[src/rtl/core/assert_macros.svh]
// Assertion macros used by the pulse period histogram back end.
`ifndef ASSERT_MACROS_SVH
`define ASSERT_MACROS_SVH

// Property must hold at every clock edge outside reset.
`define PPH_ASSERT(label, clk, rst_n, prop) \
  label: assert property (@(posedge clk) disable iff (!rst_n) (prop)) \
    else $error("pph assertion failed");

// Condition must never be seen at a clock edge outside reset.
`define PPH_ASSERT_NEVER(label, clk, rst_n, cond) \
  label: assert property (@(posedge clk) disable iff (!rst_n) !(cond)) \
    else $error("pph forbidden condition seen");

`endif

[src/rtl/core/pph_pkg.sv]
// Types, codes and constants of the pulse period histogram.
`default_nettype none

package pph_pkg;

  localparam int KIND_W    = 2;
  localparam int PERIOD_W  = 16;
  localparam int INDEX_W   = 7;
  localparam int LIMIT_W   = 14;
  localparam int COUNT_W   = 10;
  localparam int BIN_IDX_W = 10;

  localparam int BIN_COUNT_DEF = 101;
  localparam int QUEUE_DEPTH   = 2;
  localparam int QUEUE_AW      = $clog2(QUEUE_DEPTH);

  typedef logic [KIND_W-1:0]    kind_t;
  typedef logic [PERIOD_W-1:0]  period_t;
  typedef logic [INDEX_W-1:0]   index_t;
  typedef logic [LIMIT_W-1:0]   limit_t;
  typedef logic [COUNT_W-1:0]   count_t;
  typedef logic [BIN_IDX_W-1:0] bin_t;
  typedef logic [0:0]           cfg_index_t;

  localparam kind_t KIND_START   = kind_t'(0);
  localparam kind_t KIND_CAPTURE = kind_t'(1);
  localparam kind_t KIND_READ    = kind_t'(2);

  localparam cfg_index_t REG_PERIOD_FLOOR  = cfg_index_t'(0);
  localparam cfg_index_t REG_SAMPLE_TARGET = cfg_index_t'(1);

  localparam limit_t PERIOD_FLOOR_RST  = limit_t'(950);
  localparam count_t SAMPLE_TARGET_RST = count_t'(1000);

  typedef struct packed {
    kind_t  kind;
    logic   in_window;
    logic   idx_ok;
    bin_t   bin;
    limit_t bin_period;
  } job_t;

  typedef struct packed {
    logic   accepted;
    logic   done_res;
    count_t accepted_total;
    count_t bin_count;
    limit_t bin_period;
  } res_t;

  typedef struct packed {
    logic init_busy;
  } back_status_t;

endpackage

`default_nettype wire

[src/rtl/core/pph_ifs.sv]
// Input and result channel interfaces of the pulse period histogram.
`default_nettype none

interface pph_in_if;
  logic             valid;
  logic             ready;
  pph_pkg::kind_t   kind;
  pph_pkg::period_t period;
  pph_pkg::index_t  bin_index;

  modport source (output valid, kind, period, bin_index, input ready);
  modport sink (input valid, kind, period, bin_index, output ready);
endinterface

interface pph_out_if;
  logic            valid;
  logic            ready;
  logic            accepted;
  logic            done_res;
  pph_pkg::count_t accepted_total;
  pph_pkg::count_t bin_count;
  pph_pkg::limit_t bin_period;

  modport source (output valid, accepted, done_res, accepted_total, bin_count, bin_period,
                  input ready);
  modport sink (input valid, accepted, done_res, accepted_total, bin_count, bin_period,
                output ready);
endinterface

`default_nettype wire

[src/rtl/core/pph_ram.sv]
// Generic single-write, single-read RAM with registered read data.
`default_nettype none

module pph_ram #(
  parameter int WIDTH = 8,
  parameter int DEPTH = 2
) (
  input  wire logic                     clk,
  input  wire logic                     we,
  input  wire logic [$clog2(DEPTH)-1:0] waddr,
  input  wire logic [WIDTH-1:0]         wdata,
  input  wire logic                     re,
  input  wire logic [$clog2(DEPTH)-1:0] raddr,
  output logic      [WIDTH-1:0]         rdata_r
);

  logic [WIDTH-1:0] mem_r [DEPTH];

  always_ff @(posedge clk) begin
    if (we) begin
      mem_r[waddr] <= wdata;
    end
    if (re) begin
      rdata_r <= mem_r[raddr];
    end
  end

endmodule

`default_nettype wire

[src/rtl/core/pph_front.sv]
// Front end: accepts input beats and classifies them into jobs.
`default_nettype none

module pph_front #(
  parameter int BIN_COUNT = pph_pkg::BIN_COUNT_DEF
) (
  pph_in_if.sink                     in_ch,
  input  wire pph_pkg::limit_t       period_floor,
  input  wire pph_pkg::back_status_t status,
  input  wire logic                  q_ready,
  output logic                       push,
  output pph_pkg::job_t              job
);

  pph_pkg::period_t limit_ext;
  pph_pkg::period_t diff;

  always_comb begin
    limit_ext = pph_pkg::period_t'(period_floor);
    diff      = pph_pkg::period_t'(in_ch.period - limit_ext);

    in_ch.ready = q_ready && !status.init_busy;
    push        = in_ch.valid && in_ch.ready;

    job.kind      = in_ch.kind;
    job.in_window = (in_ch.period >= limit_ext) && (32'(diff) < BIN_COUNT);
    job.idx_ok    = 32'(in_ch.bin_index) < BIN_COUNT;
    if (in_ch.kind == pph_pkg::KIND_READ) begin
      job.bin = pph_pkg::bin_t'(in_ch.bin_index);
    end else begin
      job.bin = diff[pph_pkg::BIN_IDX_W-1:0];
    end
    job.bin_period = pph_pkg::limit_t'(period_floor + pph_pkg::limit_t'(in_ch.bin_index));
  end

endmodule

`default_nettype wire

[src/rtl/core/pph_queue.sv]
// Short job queue between the front end and the back end.
`default_nettype none

module pph_queue (
  input  wire logic          clk,
  input  wire logic          rst_n,
  input  wire logic          push,
  input  wire pph_pkg::job_t push_job,
  output logic               ready,
  input  wire logic          pop,
  output logic               valid,
  output pph_pkg::job_t      head_job
);

  localparam int CNT_W = $clog2(pph_pkg::QUEUE_DEPTH + 1);

  pph_pkg::job_t                 mem_r [pph_pkg::QUEUE_DEPTH];
  logic [pph_pkg::QUEUE_AW-1:0]  wr_ptr_r, wr_ptr_nxt;
  logic [pph_pkg::QUEUE_AW-1:0]  rd_ptr_r, rd_ptr_nxt;
  logic [CNT_W-1:0]              cnt_r, cnt_nxt;

  always_comb begin
    ready      = cnt_r != CNT_W'(pph_pkg::QUEUE_DEPTH);
    valid      = cnt_r != '0;
    head_job   = mem_r[rd_ptr_r];
    wr_ptr_nxt = wr_ptr_r;
    rd_ptr_nxt = rd_ptr_r;
    cnt_nxt    = cnt_r;
    if (push) begin
      wr_ptr_nxt = (32'(wr_ptr_r) == pph_pkg::QUEUE_DEPTH - 1) ? '0 :
                   pph_pkg::QUEUE_AW'(wr_ptr_r + 1'b1);
    end
    if (pop) begin
      rd_ptr_nxt = (32'(rd_ptr_r) == pph_pkg::QUEUE_DEPTH - 1) ? '0 :
                   pph_pkg::QUEUE_AW'(rd_ptr_r + 1'b1);
    end
    if (push && !pop) begin
      cnt_nxt = CNT_W'(cnt_r + 1'b1);
    end else if (pop && !push) begin
      cnt_nxt = CNT_W'(cnt_r - 1'b1);
    end
  end

  always_ff @(posedge clk) begin
    if (!rst_n) begin
      wr_ptr_r <= '0;
      rd_ptr_r <= '0;
      cnt_r    <= '0;
    end else begin
      wr_ptr_r <= wr_ptr_nxt;
      rd_ptr_r <= rd_ptr_nxt;
      cnt_r    <= cnt_nxt;
    end
  end

  always_ff @(posedge clk) begin
    if (push) begin
      mem_r[wr_ptr_r] <= push_job;
    end
  end

endmodule

`default_nettype wire

[src/rtl/core/pph_back.sv]
// Back end: runs jobs against the bin memory and holds the result register.
`default_nettype none

`include "assert_macros.svh"

module pph_back #(
  parameter int BIN_COUNT = pph_pkg::BIN_COUNT_DEF
) (
  input  wire logic                  clk,
  input  wire logic                  rst_n,
  input  wire pph_pkg::count_t       sample_target,
  input  wire logic                  q_valid,
  input  wire pph_pkg::job_t         q_job,
  output logic                       pop,
  output pph_pkg::back_status_t      status,
  pph_out_if.source                  out_ch
);

  localparam int AW = $clog2(BIN_COUNT);

  localparam logic [2:0] ST_INIT = 3'd0;
  localparam logic [2:0] ST_IDLE = 3'd1;
  localparam logic [2:0] ST_RMW  = 3'd2;
  localparam logic [2:0] ST_RD   = 3'd3;
  localparam logic [2:0] ST_CLR  = 3'd4;

  logic [2:0]      st_r, st_nxt;
  logic [AW-1:0]   clr_cnt_r, clr_cnt_nxt;
  logic            synced_r, synced_nxt;
  logic            finished_r, finished_nxt;
  pph_pkg::count_t acc_cnt_r, acc_cnt_nxt;
  logic            out_valid_r, out_valid_nxt;
  pph_pkg::job_t   job_r, job_nxt;
  pph_pkg::res_t   res_r, res_nxt;

  logic            out_free;
  logic            load;
  logic            clr_last;
  pph_pkg::count_t acc_inc;
  pph_pkg::res_t   base_res;

  logic                  ram_we;
  logic [AW-1:0]         ram_waddr;
  pph_pkg::count_t       ram_wdata;
  logic                  ram_re;
  logic [AW-1:0]         ram_raddr;
  pph_pkg::count_t       ram_rdata;

  pph_ram #(
    .WIDTH (pph_pkg::COUNT_W),
    .DEPTH (BIN_COUNT)
  ) u_bins (
    .clk     (clk),
    .we      (ram_we),
    .waddr   (ram_waddr),
    .wdata   (ram_wdata),
    .re      (ram_re),
    .raddr   (ram_raddr),
    .rdata_r (ram_rdata)
  );

  always_comb begin
    out_free = !out_valid_r || out_ch.ready;
    clr_last = clr_cnt_r == AW'(BIN_COUNT - 1);
    acc_inc  = pph_pkg::count_t'(acc_cnt_r + 1'b1);

    base_res                = '0;
    base_res.done_res       = finished_r;
    base_res.accepted_total = acc_cnt_r;

    st_nxt       = st_r;
    clr_cnt_nxt  = clr_cnt_r;
    synced_nxt   = synced_r;
    finished_nxt = finished_r;
    acc_cnt_nxt  = acc_cnt_r;
    job_nxt      = job_r;
    res_nxt      = res_r;
    load         = 1'b0;
    pop          = 1'b0;
    ram_we       = 1'b0;
    ram_waddr    = clr_cnt_r;
    ram_wdata    = '0;
    ram_re       = 1'b0;
    ram_raddr    = q_job.bin[AW-1:0];

    case (st_r)
      ST_INIT, ST_CLR: begin
        ram_we = 1'b1;
        if (clr_last) begin
          st_nxt      = ST_IDLE;
          clr_cnt_nxt = '0;
        end else begin
          clr_cnt_nxt = AW'(clr_cnt_r + 1'b1);
        end
      end
      ST_IDLE: begin
        if (q_valid && out_free) begin
          pop     = 1'b1;
          job_nxt = q_job;
          case (q_job.kind)
            pph_pkg::KIND_START: begin
              synced_nxt   = 1'b0;
              finished_nxt = 1'b0;
              acc_cnt_nxt  = '0;
              load         = 1'b1;
              res_nxt      = '0;
              st_nxt       = ST_CLR;
              clr_cnt_nxt  = '0;
            end
            pph_pkg::KIND_CAPTURE: begin
              if (!synced_r) begin
                synced_nxt = 1'b1;
                load       = 1'b1;
                res_nxt    = base_res;
              end else if (finished_r) begin
                load    = 1'b1;
                res_nxt = base_res;
              end else if (acc_cnt_r >= sample_target) begin
                finished_nxt     = 1'b1;
                load             = 1'b1;
                res_nxt          = base_res;
                res_nxt.done_res = 1'b1;
              end else if (q_job.in_window) begin
                ram_re = 1'b1;
                st_nxt = ST_RMW;
              end else begin
                load    = 1'b1;
                res_nxt = base_res;
              end
            end
            pph_pkg::KIND_READ: begin
              if (q_job.idx_ok) begin
                ram_re = 1'b1;
                st_nxt = ST_RD;
              end else begin
                load               = 1'b1;
                res_nxt            = base_res;
                res_nxt.bin_period = q_job.bin_period;
              end
            end
            default: begin
              load    = 1'b1;
              res_nxt = base_res;
            end
          endcase
        end
      end
      ST_RMW: begin
        if (out_free) begin
          ram_we                 = 1'b1;
          ram_waddr              = job_r.bin[AW-1:0];
          ram_wdata              = pph_pkg::count_t'(ram_rdata + 1'b1);
          acc_cnt_nxt            = acc_inc;
          finished_nxt           = acc_inc >= sample_target;
          load                   = 1'b1;
          res_nxt                = '0;
          res_nxt.accepted       = 1'b1;
          res_nxt.done_res       = acc_inc >= sample_target;
          res_nxt.accepted_total = acc_inc;
          st_nxt                 = ST_IDLE;
        end
      end
      ST_RD: begin
        if (out_free) begin
          load               = 1'b1;
          res_nxt            = base_res;
          res_nxt.bin_count  = ram_rdata;
          res_nxt.bin_period = job_r.bin_period;
          st_nxt             = ST_IDLE;
        end
      end
      default: begin
        st_nxt      = ST_INIT;
        clr_cnt_nxt = '0;
      end
    endcase

    if (load) begin
      out_valid_nxt = 1'b1;
    end else if (out_ch.ready) begin
      out_valid_nxt = 1'b0;
    end else begin
      out_valid_nxt = out_valid_r;
    end

    status.init_busy      = st_r == ST_INIT;
    out_ch.valid          = out_valid_r;
    out_ch.accepted       = res_r.accepted;
    out_ch.done_res       = res_r.done_res;
    out_ch.accepted_total = res_r.accepted_total;
    out_ch.bin_count      = res_r.bin_count;
    out_ch.bin_period     = res_r.bin_period;
  end

  always_ff @(posedge clk) begin
    if (!rst_n) begin
      st_r        <= ST_INIT;
      clr_cnt_r   <= '0;
      synced_r    <= 1'b0;
      finished_r  <= 1'b0;
      acc_cnt_r   <= '0;
      out_valid_r <= 1'b0;
    end else begin
      st_r        <= st_nxt;
      clr_cnt_r   <= clr_cnt_nxt;
      synced_r    <= synced_nxt;
      finished_r  <= finished_nxt;
      acc_cnt_r   <= acc_cnt_nxt;
      out_valid_r <= out_valid_nxt;
    end
  end

  always_ff @(posedge clk) begin
    job_r <= job_nxt;
    res_r <= res_nxt;
  end

  `PPH_ASSERT_NEVER(a_no_ram_rw_same_cycle, clk, rst_n, ram_we && ram_re)
  `PPH_ASSERT_NEVER(a_no_result_while_clearing, clk, rst_n, (st_r == ST_INIT || st_r == ST_CLR) && load)
  `PPH_ASSERT(a_start_clears, clk, rst_n, (st_r == ST_IDLE && pop && q_job.kind == pph_pkg::KIND_START) |=> (st_r == ST_CLR && acc_cnt_r == '0 && !finished_r))
  `PPH_ASSERT(a_counted_increments, clk, rst_n, (st_r == ST_RMW && out_free) |=> (acc_cnt_r == pph_pkg::count_t'($past(acc_cnt_r) + 1'b1)))

endmodule

`default_nettype wire

[src/rtl/core/pulse_period_histogram.sv]
// Pulse period histogram: 1-tick bins above a configurable period floor.
// Items arrive as beats on in_ch (valid/ready) with kind, period and bin_index;
// kind start clears the histogram, capture bins a period, read returns one bin.
// Every accepted item yields exactly one result beat on out_ch, in order.
// The front end classifies each beat and queues it (two entries); the back end
// runs one job at a time against the bin RAM and loads the result register.
// Start, ignored captures and out-of-range reads load the result straight from
// idle; counted captures and in-range reads first pass through ST_RMW or ST_RD,
// which take a read-modify-write or a registered read of the bin RAM.
// The back end takes one plain job per cycle while out_ch is not stalled; a RAM
// job holds it until its result loads, and a start is followed by ST_CLR, which
// zeroes the RAM one bin per cycle. After reset the same sweep runs in ST_INIT
// with in_ch.ready low. When out_ch stalls, the result holds and the queue
// takes up to two more beats. cfg_we writes period_floor (index 0) or
// sample_target (index 1); write them only while the block is idle.
`default_nettype none

module pulse_period_histogram #(
  parameter int BIN_COUNT = pph_pkg::BIN_COUNT_DEF
) (
  input  wire logic                 clk,
  input  wire logic                 rst_n,
  pph_in_if.sink                    in_ch,
  pph_out_if.source                 out_ch,
  input  wire logic                 cfg_we,
  input  wire pph_pkg::cfg_index_t  cfg_index,
  input  wire pph_pkg::limit_t      cfg_wdata
);

  pph_pkg::limit_t       period_floor_r, period_floor_nxt;
  pph_pkg::count_t       sample_target_r, sample_target_nxt;

  pph_pkg::back_status_t status;
  pph_pkg::job_t         push_job;
  pph_pkg::job_t         head_job;
  logic                  push;
  logic                  pop;
  logic                  q_ready;
  logic                  q_valid;

  always_comb begin
    period_floor_nxt  = period_floor_r;
    sample_target_nxt = sample_target_r;
    if (cfg_we) begin
      case (cfg_index)
        pph_pkg::REG_PERIOD_FLOOR: begin
          period_floor_nxt = cfg_wdata;
        end
        pph_pkg::REG_SAMPLE_TARGET: begin
          sample_target_nxt = pph_pkg::count_t'(cfg_wdata);
        end
        default: begin
        end
      endcase
    end
  end

  always_ff @(posedge clk) begin
    if (!rst_n) begin
      period_floor_r  <= pph_pkg::PERIOD_FLOOR_RST;
      sample_target_r <= pph_pkg::SAMPLE_TARGET_RST;
    end else begin
      period_floor_r  <= period_floor_nxt;
      sample_target_r <= sample_target_nxt;
    end
  end

  pph_front #(
    .BIN_COUNT (BIN_COUNT)
  ) u_front (
    .in_ch        (in_ch),
    .period_floor (period_floor_r),
    .status       (status),
    .q_ready      (q_ready),
    .push         (push),
    .job          (push_job)
  );

  pph_queue u_queue (
    .clk      (clk),
    .rst_n    (rst_n),
    .push     (push),
    .push_job (push_job),
    .ready    (q_ready),
    .pop      (pop),
    .valid    (q_valid),
    .head_job (head_job)
  );

  pph_back #(
    .BIN_COUNT (BIN_COUNT)
  ) u_back (
    .clk           (clk),
    .rst_n         (rst_n),
    .sample_target (sample_target_r),
    .q_valid       (q_valid),
    .q_job         (head_job),
    .pop           (pop),
    .status        (status),
    .out_ch        (out_ch)
  );

endmodule

`default_nettype wire

[src/flat_wrapper.sv]
// flat-port wrapper written by rule: the top's interface ports become plain ports
module pulse_period_histogram_flat 
#(
  parameter int BIN_COUNT = pph_pkg::BIN_COUNT_DEF
)
  (clk, rst_n, cfg_we, cfg_index, cfg_wdata, in_ch_valid, in_ch_kind, in_ch_period, in_ch_bin_index, in_ch_ready, out_ch_valid, out_ch_accepted, out_ch_done_res, out_ch_accepted_total, out_ch_bin_count, out_ch_bin_period, out_ch_ready);
  pph_in_if in_ch_i ();
  pph_out_if out_ch_i ();
  input  wire logic clk;
  input  wire logic rst_n;
  input  wire logic cfg_we;
  input  wire pph_pkg::cfg_index_t cfg_index;
  input  wire pph_pkg::limit_t cfg_wdata;
  input wire logic [$bits(in_ch_i.valid)-1:0] in_ch_valid;
  input wire logic [$bits(in_ch_i.kind)-1:0] in_ch_kind;
  input wire logic [$bits(in_ch_i.period)-1:0] in_ch_period;
  input wire logic [$bits(in_ch_i.bin_index)-1:0] in_ch_bin_index;
  output wire logic [$bits(in_ch_i.ready)-1:0] in_ch_ready;
  output wire logic [$bits(out_ch_i.valid)-1:0] out_ch_valid;
  output wire logic [$bits(out_ch_i.accepted)-1:0] out_ch_accepted;
  output wire logic [$bits(out_ch_i.done_res)-1:0] out_ch_done_res;
  output wire logic [$bits(out_ch_i.accepted_total)-1:0] out_ch_accepted_total;
  output wire logic [$bits(out_ch_i.bin_count)-1:0] out_ch_bin_count;
  output wire logic [$bits(out_ch_i.bin_period)-1:0] out_ch_bin_period;
  input wire logic [$bits(out_ch_i.ready)-1:0] out_ch_ready;
  assign in_ch_i.valid = in_ch_valid;
  assign in_ch_i.kind = in_ch_kind;
  assign in_ch_i.period = in_ch_period;
  assign in_ch_i.bin_index = in_ch_bin_index;
  assign in_ch_ready = in_ch_i.ready;
  assign out_ch_valid = out_ch_i.valid;
  assign out_ch_accepted = out_ch_i.accepted;
  assign out_ch_done_res = out_ch_i.done_res;
  assign out_ch_accepted_total = out_ch_i.accepted_total;
  assign out_ch_bin_count = out_ch_i.bin_count;
  assign out_ch_bin_period = out_ch_i.bin_period;
  assign out_ch_i.ready = out_ch_ready;
  pulse_period_histogram #(.BIN_COUNT(BIN_COUNT)) u_core (.clk(clk), .rst_n(rst_n), .in_ch(in_ch_i), .out_ch(out_ch_i), .cfg_we(cfg_we), .cfg_index(cfg_index), .cfg_wdata(cfg_wdata));
endmodule
[config.mk]
export PLATFORM = sky130hd
export DESIGN_NAME = pulse_period_histogram_flat
export DESIGN_NICKNAME = d
export VERILOG_FILES = /design/src/rtl/core/pph_pkg.sv /design/src/rtl/core/pph_ifs.sv /design/src/rtl/core/pph_ram.sv /design/src/rtl/core/pph_front.sv /design/src/rtl/core/pph_queue.sv /design/src/rtl/core/pph_back.sv /design/src/rtl/core/pulse_period_histogram.sv /design/src/flat_wrapper.sv
export VERILOG_INCLUDE_DIRS = /design/src /design/src/rtl/core
export SDC_FILE = /design/constraint.sdc
export NUM_CORES = 2
export LEC_CHECK = 0
export ABC_AREA = 1
export BUFFER_PORTS_ARGS = -buffer_cell sky130_fd_sc_hd__buf_4
export CAP_MARGIN = 0
export CORE_ASPECT_RATIO = 1.1
export CORE_MARGIN = 10
export CORE_UTILIZATION = 35
export DETAILED_ROUTE_END_ITERATION = 7
export HOLD_SLACK_MARGIN = 0.12
export PLACE_DENSITY = 0.6
export RECOVER_POWER = 100
export SYNTH_ARGS = -nofsm -noshare
export SYNTH_HDL_FRONTEND = slang
export SYNTH_SLANG_ARGS = --single-unit
[constraint.sdc]
create_clock -name clk -period 19.7 [get_ports clk]
set_clock_uncertainty 0.15 [all_clocks]
set_input_delay 0.985 -clock clk [delete_from_list [all_inputs] [get_ports clk]]
set_output_delay 0.985 -clock clk [all_outputs]
set_load 0.005 [all_outputs]
Yosys cells after proc, flatten, opt, wreduce, memory -nomap -nowiden
Memory sizes are Yosys's and may differ from the RTL's. A register that Yosys moved wholly into a read port is not among the register bits.
Index checks and enable logic that the tools add are counted.
Widths: inputs -> output; s select.
- equal/unequal tests: 24
- magnitude comparators: 5
- multiplexer cells: 73
- reductions and logical operators: 30
- bitwise operators: 2
- add/subtract/negate cells: 9
- operator list (operator ; number):
    $mux 36 ; 8
    $pmux 36 s3 ; 2
    $mux 10 ; 6
    $mux 7 ; 5
    $mux 1 ; 31
    $mux 3 ; 8
    $pmux 7 s3 ; 1
    $add 10x1->10 const B ; 2
    $ge 10x10->1 ; 2
    $pmux 10 s2 ; 1
    $ne 3x3->1 const B ; 6
    $pmux 3 s3 ; 2
    $ge 16x14->1 ; 1
    $lt 16x7->1 const B ; 1
    $sub 16x14->16 ; 1
    $add 14x7->14 ; 1
    $pmux 1 s2 ; 7
    $ne 2x2->1 const B ; 5
    $reduce_bool 2->1 ; 5
    $reduce_and 9->1 ; 1
    $add 7x1->7 const B ; 1
    $eq 7x7->1 const B ; 1
    $lt 7x7->1 const B ; 1
    $eq 3x2->1 const B ; 2
    25 further kinds ; 42
- input port bits: 45
- logic and storage cells: 163
- memories kept: 2
- output and inout port bits: 38
- memory bits (writable): 1066
- register bits after elaboration: 108
- memories (memory ; words ; bits a word ; rd ports ; clocked after memory_dff ; write ports ; RTL line ; text):
    u_core.u_back.u_bins.mem_r ; 101 ; 10 ; 1 ; 1 ; 1 ; pph_ram.sv:17 ; logic [WIDTH-1:0] mem_r [DEPTH];
    u_core.u_queue.mem_r ; 2 ; 28 ; 1 ; 1 ; 1 ; pph_queue.sv:17 ; pph_pkg::job_t mem_r [pph_pkg::QUEUE_DEPTH];

Depth between registers and ports, before layout
- depth in word-level cells: 8
- mapped depth: 18
- gate-level depth less buffers: 15

Hierarchy
From an unflattened synthesis, not the netlist that was laid out.
- cells, all modules: 4568
- area, all modules: 51100.3 um^2
- by module, submodules not included (module ; area an instance (um^2) ; sequential area each (um^2) ; times used ; cells an instance):
    pph_ram ; 41624.9 ; 30629.4 ; 1 ; 3480
    pph_back ; 4515.6 ; 2172.1 ; 1 ; 528
    pph_queue ; 2351.0 ; 1781.7 ; 1 ; 122
    pph_front ; 1650.3 ; 0.0 ; 1 ; 316
    pulse_period_histogram ; 958.4 ; 480.5 ; 1 ; 122

Worst setup path before layout
No wires, ideal clock.
- kind: input -> register
- start point: input port out_ch_ready
- end point: memory u_core.u_back.u_bins.mem_r[0][4] in the netlist's numbering (data pin)
- cell stages on the path: 6
- path buffers: 2
- path slack: 12.837 ns
- required time: 18.550 ns
- setup time: 1.000 ns
- arrival: 5.712 ns
- cells stage by stage: nor2_1 -> inv_1 -> nand2_2 -> buf_6 -> buf_2 -> nor3b_1
- word-level cells in the longest chain between the ends: 3
- RTL lines (item ; RTL line ; text):
    from (decl) ; flat_wrapper.sv:25 ; input wire logic [$bits(out_ch_i.ready)-1:0] out_ch_ready;
    $logic_or 1x1->1 ; pph_back.sv:63 ; out_free = !out_valid_r || out_ch.ready;
    $mux 10 ; pph_back.sv:149 ; if (out_free) begin
    $mux 10 ; pph_back.sv:86 ; case (st_r)
    net u_core.u_back.ram_wdata[4] ; pph_back.sv:44 ; pph_pkg::count_t ram_wdata;
    to (decl) ; pph_ram.sv:17 ;
The timed path passes the listed nets, and every way through them passes these cells.

==> impl_metrics.json <==
{
  "status": "complete, but fails checks",
  "violations": "max-capacitance violations, max-slew violations",
  "synth_seq_cells": 1179,
  "cts-hold-fix-buffers": 0,
  "clock_sinks": 1179,
  "ys_seq_area_frac": 0.6777,
  "fp.dieH_um": 422.2,
  "grt_pass1_vias": 33190,
  "max_stage_delay_ps": 3040,
  "min-delay-start": "cfg_wdata[8]",
  "drtIter0Drc": 3162,
  "ys_warn_count": 0,
  "p_int_w": 0.004077,
  "critical_path_required_ps": 20050,
  "synth_xor_area_frac": 0.003233,
  "grt_usage": 0.1661,
  "rrSetupSlack_ps": 8220,
  "criticalPathCategory": "reg2reg",
  "min_path_type": "in2reg",
  "synthTopCellsByArea": "edfxtp_1, nand2_1, nand3_1",
  "finalMaxSlewViolations": 1460,
  "cp-end-kind": "register",
  "die_w_um": 385.7,
  "syn-num-nets": 4875,
  "nets": 4885,
  "synth_top_family_by_area": "simple AND/OR/NAND/NOR gates",
  "cpMaxStageDelayCell": "clkbuf_1",
  "numCtsBuffers": 117,
  "combPwrFrac": 0.055,
  "start_util": 0.3525,
  "rsz0062_at_grt": "no",
  "dieArea_um2": 162800,
  "synth_edf_count": 1127,
  "yosys.area_share.simple": 0.1803,
  "cts_resized": 0,
  "ant_nets": 0,
  "insertion_delay_ps": 760,
  "worst_hold_slack_ps": 330.8,
  "drive_above_1_share": 0.05583,
  "cts_tree": "yes",
  "hold_depth": 3,
  "rows": 147,
  "slew_headroom": -2.124,
  "vias_per_cell": 5.040,
  "setup_viol": 0,
  "grt_pass1_wl_mm": 208.5,
  "synthCells": 4777,
  "synth_cell_type_count": 50,
  "min_period_over_period": 0.5829,
  "p_seq_frac": 0.526,
  "seq_area_um2": 34880,
  "postSynth.asyncResetShare": 0,
  "layout_min_cycle_time_ps": 11480,
  "fin_tns_setup_ps": 0,
  "grt_max_degree": 195,
  "dp_hpwl_mm": 83.04,
  "p_sw_frac": 0.2279,
  "ir_drop_mv": 0.07097,
  "port_buffers": 82,
  "clk_pin_slew_ps": 60,
  "synth_top_area_share": 0.6575,
  "start_kind": "register",
  "r2r_end": "u_core.u_back.u_bins.rdata_r[9]$_DFFE_PP_",
  "ys.flop_type": "edfxtp_1",
  "leakage_nw": 22.69,
  "use_met1": 0.2210,
  "grt_most_used_layer": "met2",
  "gp_congestion": 0.8989,
  "core_area_um2": 146000,
  "cts_buffer_depth": 3,
  "arrival_ps": 11830,
  "cp_max_fo": 91,
  "max_slew.worst_pin.slew_ps": 4686,
  "grt_antenna_before_repair": 1,
  "antenna-diode-count": 0,
  "synth.cell_area_um2": 51470,
  "dr.pass1.iters": 6,
  "io-pin-count": 83,
  "via_count": 34410,
  "fillers": 14080,
  "routedWlPerCell_um": 20.29,
  "maxCapViolations": 30,
  "wirelength_mm": 138.5,
  "whs_endpoint": "u_core.period_floor_r[8]$_SDFFE_PN1P_",
  "grt_use_met2": 0.2704,
  "multi_input_area_um2": 13100,
  "clkPwrFrac": 0.419,
  "yosysTopAreaCell": "edfxtp_1",
  "route.detailed.drc": 0,
  "path_cells": "clkbuf_1 -> clkinvlp_2 -> nand2_2 -> nand2_1 -> clkbuf_1 -> clkbuf_1 -> nand2_1 -> nand3_1 -> nand3_1 -> nand3_1 -> nand3_1 -> nand3_1 -> nand2_1 -> nand2_1 -> nand2_1",
  "p_per_area_nw_per_um2": 92.13,
  "synth.avg_cell_area_um2": 10.78,
  "synthToLayoutAreaGrowth_pct": 11.34,
  "worst_r2r_path_depth": 15,
  "overflow": 0,
  "use_met3": 0.02621,
  "hold_violations": 0,
  "synth-compound-area-share": 0.05814,
  "cts_root_buffer": "clkbuf_16",
  "synth.mux.area_fraction": 0,
  "synth-adder-area-share": 0.01317,
  "htree_num_levels": 3,
  "post_cts_buffers": 0,
  "fmax_mhz": 87.08,
  "p_sw_w": 0.001203
}
-- cells in the mapped netlist, types with 5 or more instances --
| master | n |
|---|---|
| nand3_1 | 597 |
| ha_1 | 51 |
| dfxtp_1 | 52 |
| o22ai_1 | 5 |
| buf_1 | 9 |
| buf_6 | 6 |
| inv_2 | 6 |
| o211ai_1 | 222 |
| edfxtp_1 | 1127 |
| or2_2 | 19 |
| nor3_1 | 23 |
| o21ai_1 | 8 |
| a21oi_1 | 73 |
| o21ai_0 | 114 |
| o221ai_1 | 6 |
| nor2_1 | 217 |
| o21ai_2 | 9 |
| inv_1 | 602 |
| xor2_1 | 16 |
| nand2_2 | 7 |
| buf_2 | 142 |
| nand4_1 | 10 |
| nand2_1 | 1317 |
| clkbuf_1 | 70 |
| buf_4 | 14 |
-- power by group through the flow --
stage               Combinational [W]  Sequential [W]  Clock [W]
finish                       0.000291         0.00278    0.00221
global route                 0.000319         0.00278    0.00235
CTS                          0.000294         0.00277    0.00225
detailed placement           0.000293         0.00283          0
floorplan                    0.000181         0.00282          0
global placement             0.000288         0.00282          0
-- state kept, by name, summed over array words and instances, names as in the netlist, 2 cells and up, named ones only --
register	count
u_core.u_back.out_ch.bin_period	14
u_core.u_queue.mem_r	50
u_core.u_back.clr_cnt_r	7
u_core.u_back.job_r	21
u_core.u_back.u_bins.mem_r	1010
u_core.period_floor_r	14
u_core.u_back.acc_cnt_r	10
u_core.u_back.out_ch.bin_count	10
u_core.sample_target_r	10
u_core.u_back.u_bins.rdata_r	10
u_core.u_back.out_ch.accepted_total	10
u_core.u_back.st_r	3
u_core.u_queue.cnt_r	2
-- area by class of cell --
class | instances | share of cell area
Clock buffer | 152 | 0.05517
Clock inverter | 70 | 0.01120
Inverter | 610 | 0.04015
Multi-Input combinational cell | 2747 | 0.2285
Sequential cell | 1179 | 0.6087
Tap cell | 1937 | 0.04229
Timing Repair Buffer | 132 | 0.01399
-- how the worst max path moves through the flow --
stage | start | end | slack [ps] | cells past startpoint
CTS | register | u_core.u_back.u_bins.rdata_r[7]$_DFFE_PP_ | 14560 | 16
floorplan | out_ch_ready | u_core.u_back.u_bins.mem_r[0][4]$_DFFE_PP_ | 12840 | 6
detailed placement | register | u_core.u_back.u_bins.rdata_r[7]$_DFFE_PP_ | 14560 | 16
finish | register | u_core.u_back.u_bins.rdata_r[9]$_DFFE_PP_ | 8220 | 15
global route | register | u_core.u_back.u_bins.rdata_r[7]$_DFFE_PP_ | 7180 | 15
global placement | register | u_core.u_back.u_bins.rdata_r[7]$_DFFE_PP_ | 14620 | 16
-- kinds of logic after synthesis --
kind of cell / after synthesis
AND/OR/NAND/NOR: 2215
buffers and inverters: 851
flip-flops: 1179
XOR/XNOR: 19
adder cells (fa/ha/maj): 53
AO/OA/AOI/OAI: 460
-- metal layers --
metal,share of wire,wire length [µm],up-vias
met2,0.47,65710,1232
met3,0.070,9629,248
li1,-,-,16260
met5,0,0,-
met4,0.038,5256,0
met1,0.42,57910,16670
-- critical path, delay by kind of cell, from the launching register on --
| family | cells | cell delay (ps) |
|---|---|---|
| and+or+nand+nor | 11 | 3690 |
| buffers and inverters | 4 | 6920 |
| DFF | 1 | 300 |
-- through the flow --
stage	area, µm²	cells	setup slack [ps]	total power, W	util
floorplan	51470	4777	12840	0.003005	-
global placement	53890	6605	14620	0.003113	0.3690
detailed placement	53890	6605	14560	0.003118	0.3690
CTS	57690	6827	14560	0.005311	0.3950
global route	57310	6827	7185	0.005448	0.3924
finish	57310	6827	8217	0.005280	0.3924
-- placed cells by master, fill, tap and decap left out, types with 4 or more instances in the layout --
master,count
nand4_1,10
o22ai_1,5
clkinvlp_4,4
nor2_1,216
nand2_2,6
clkinv_2,17
edfxtp_1,1127
buf_4,47
xor2_1,16
buf_12,5
o221ai_1,6
nor3_1,23
o21ai_0,119
a21oi_1,73
nor2_2,5
dfxtp_1,52
bufinv_16,8
o211ai_1,222
o21bai_1,4
o21a_1,4
nand3_1,600
ha_1,51
o21ai_4,4
clkbuf_1,94
clkbuf_8,6
o21ai_1,7
nor4_1,4
clkbuf_4,13
or2_2,19
clkbuf_16,119
nand2_1,1319
a31oi_1,4
clkinv_1,34
inv_1,603
(Power assumes the default switching activity.)
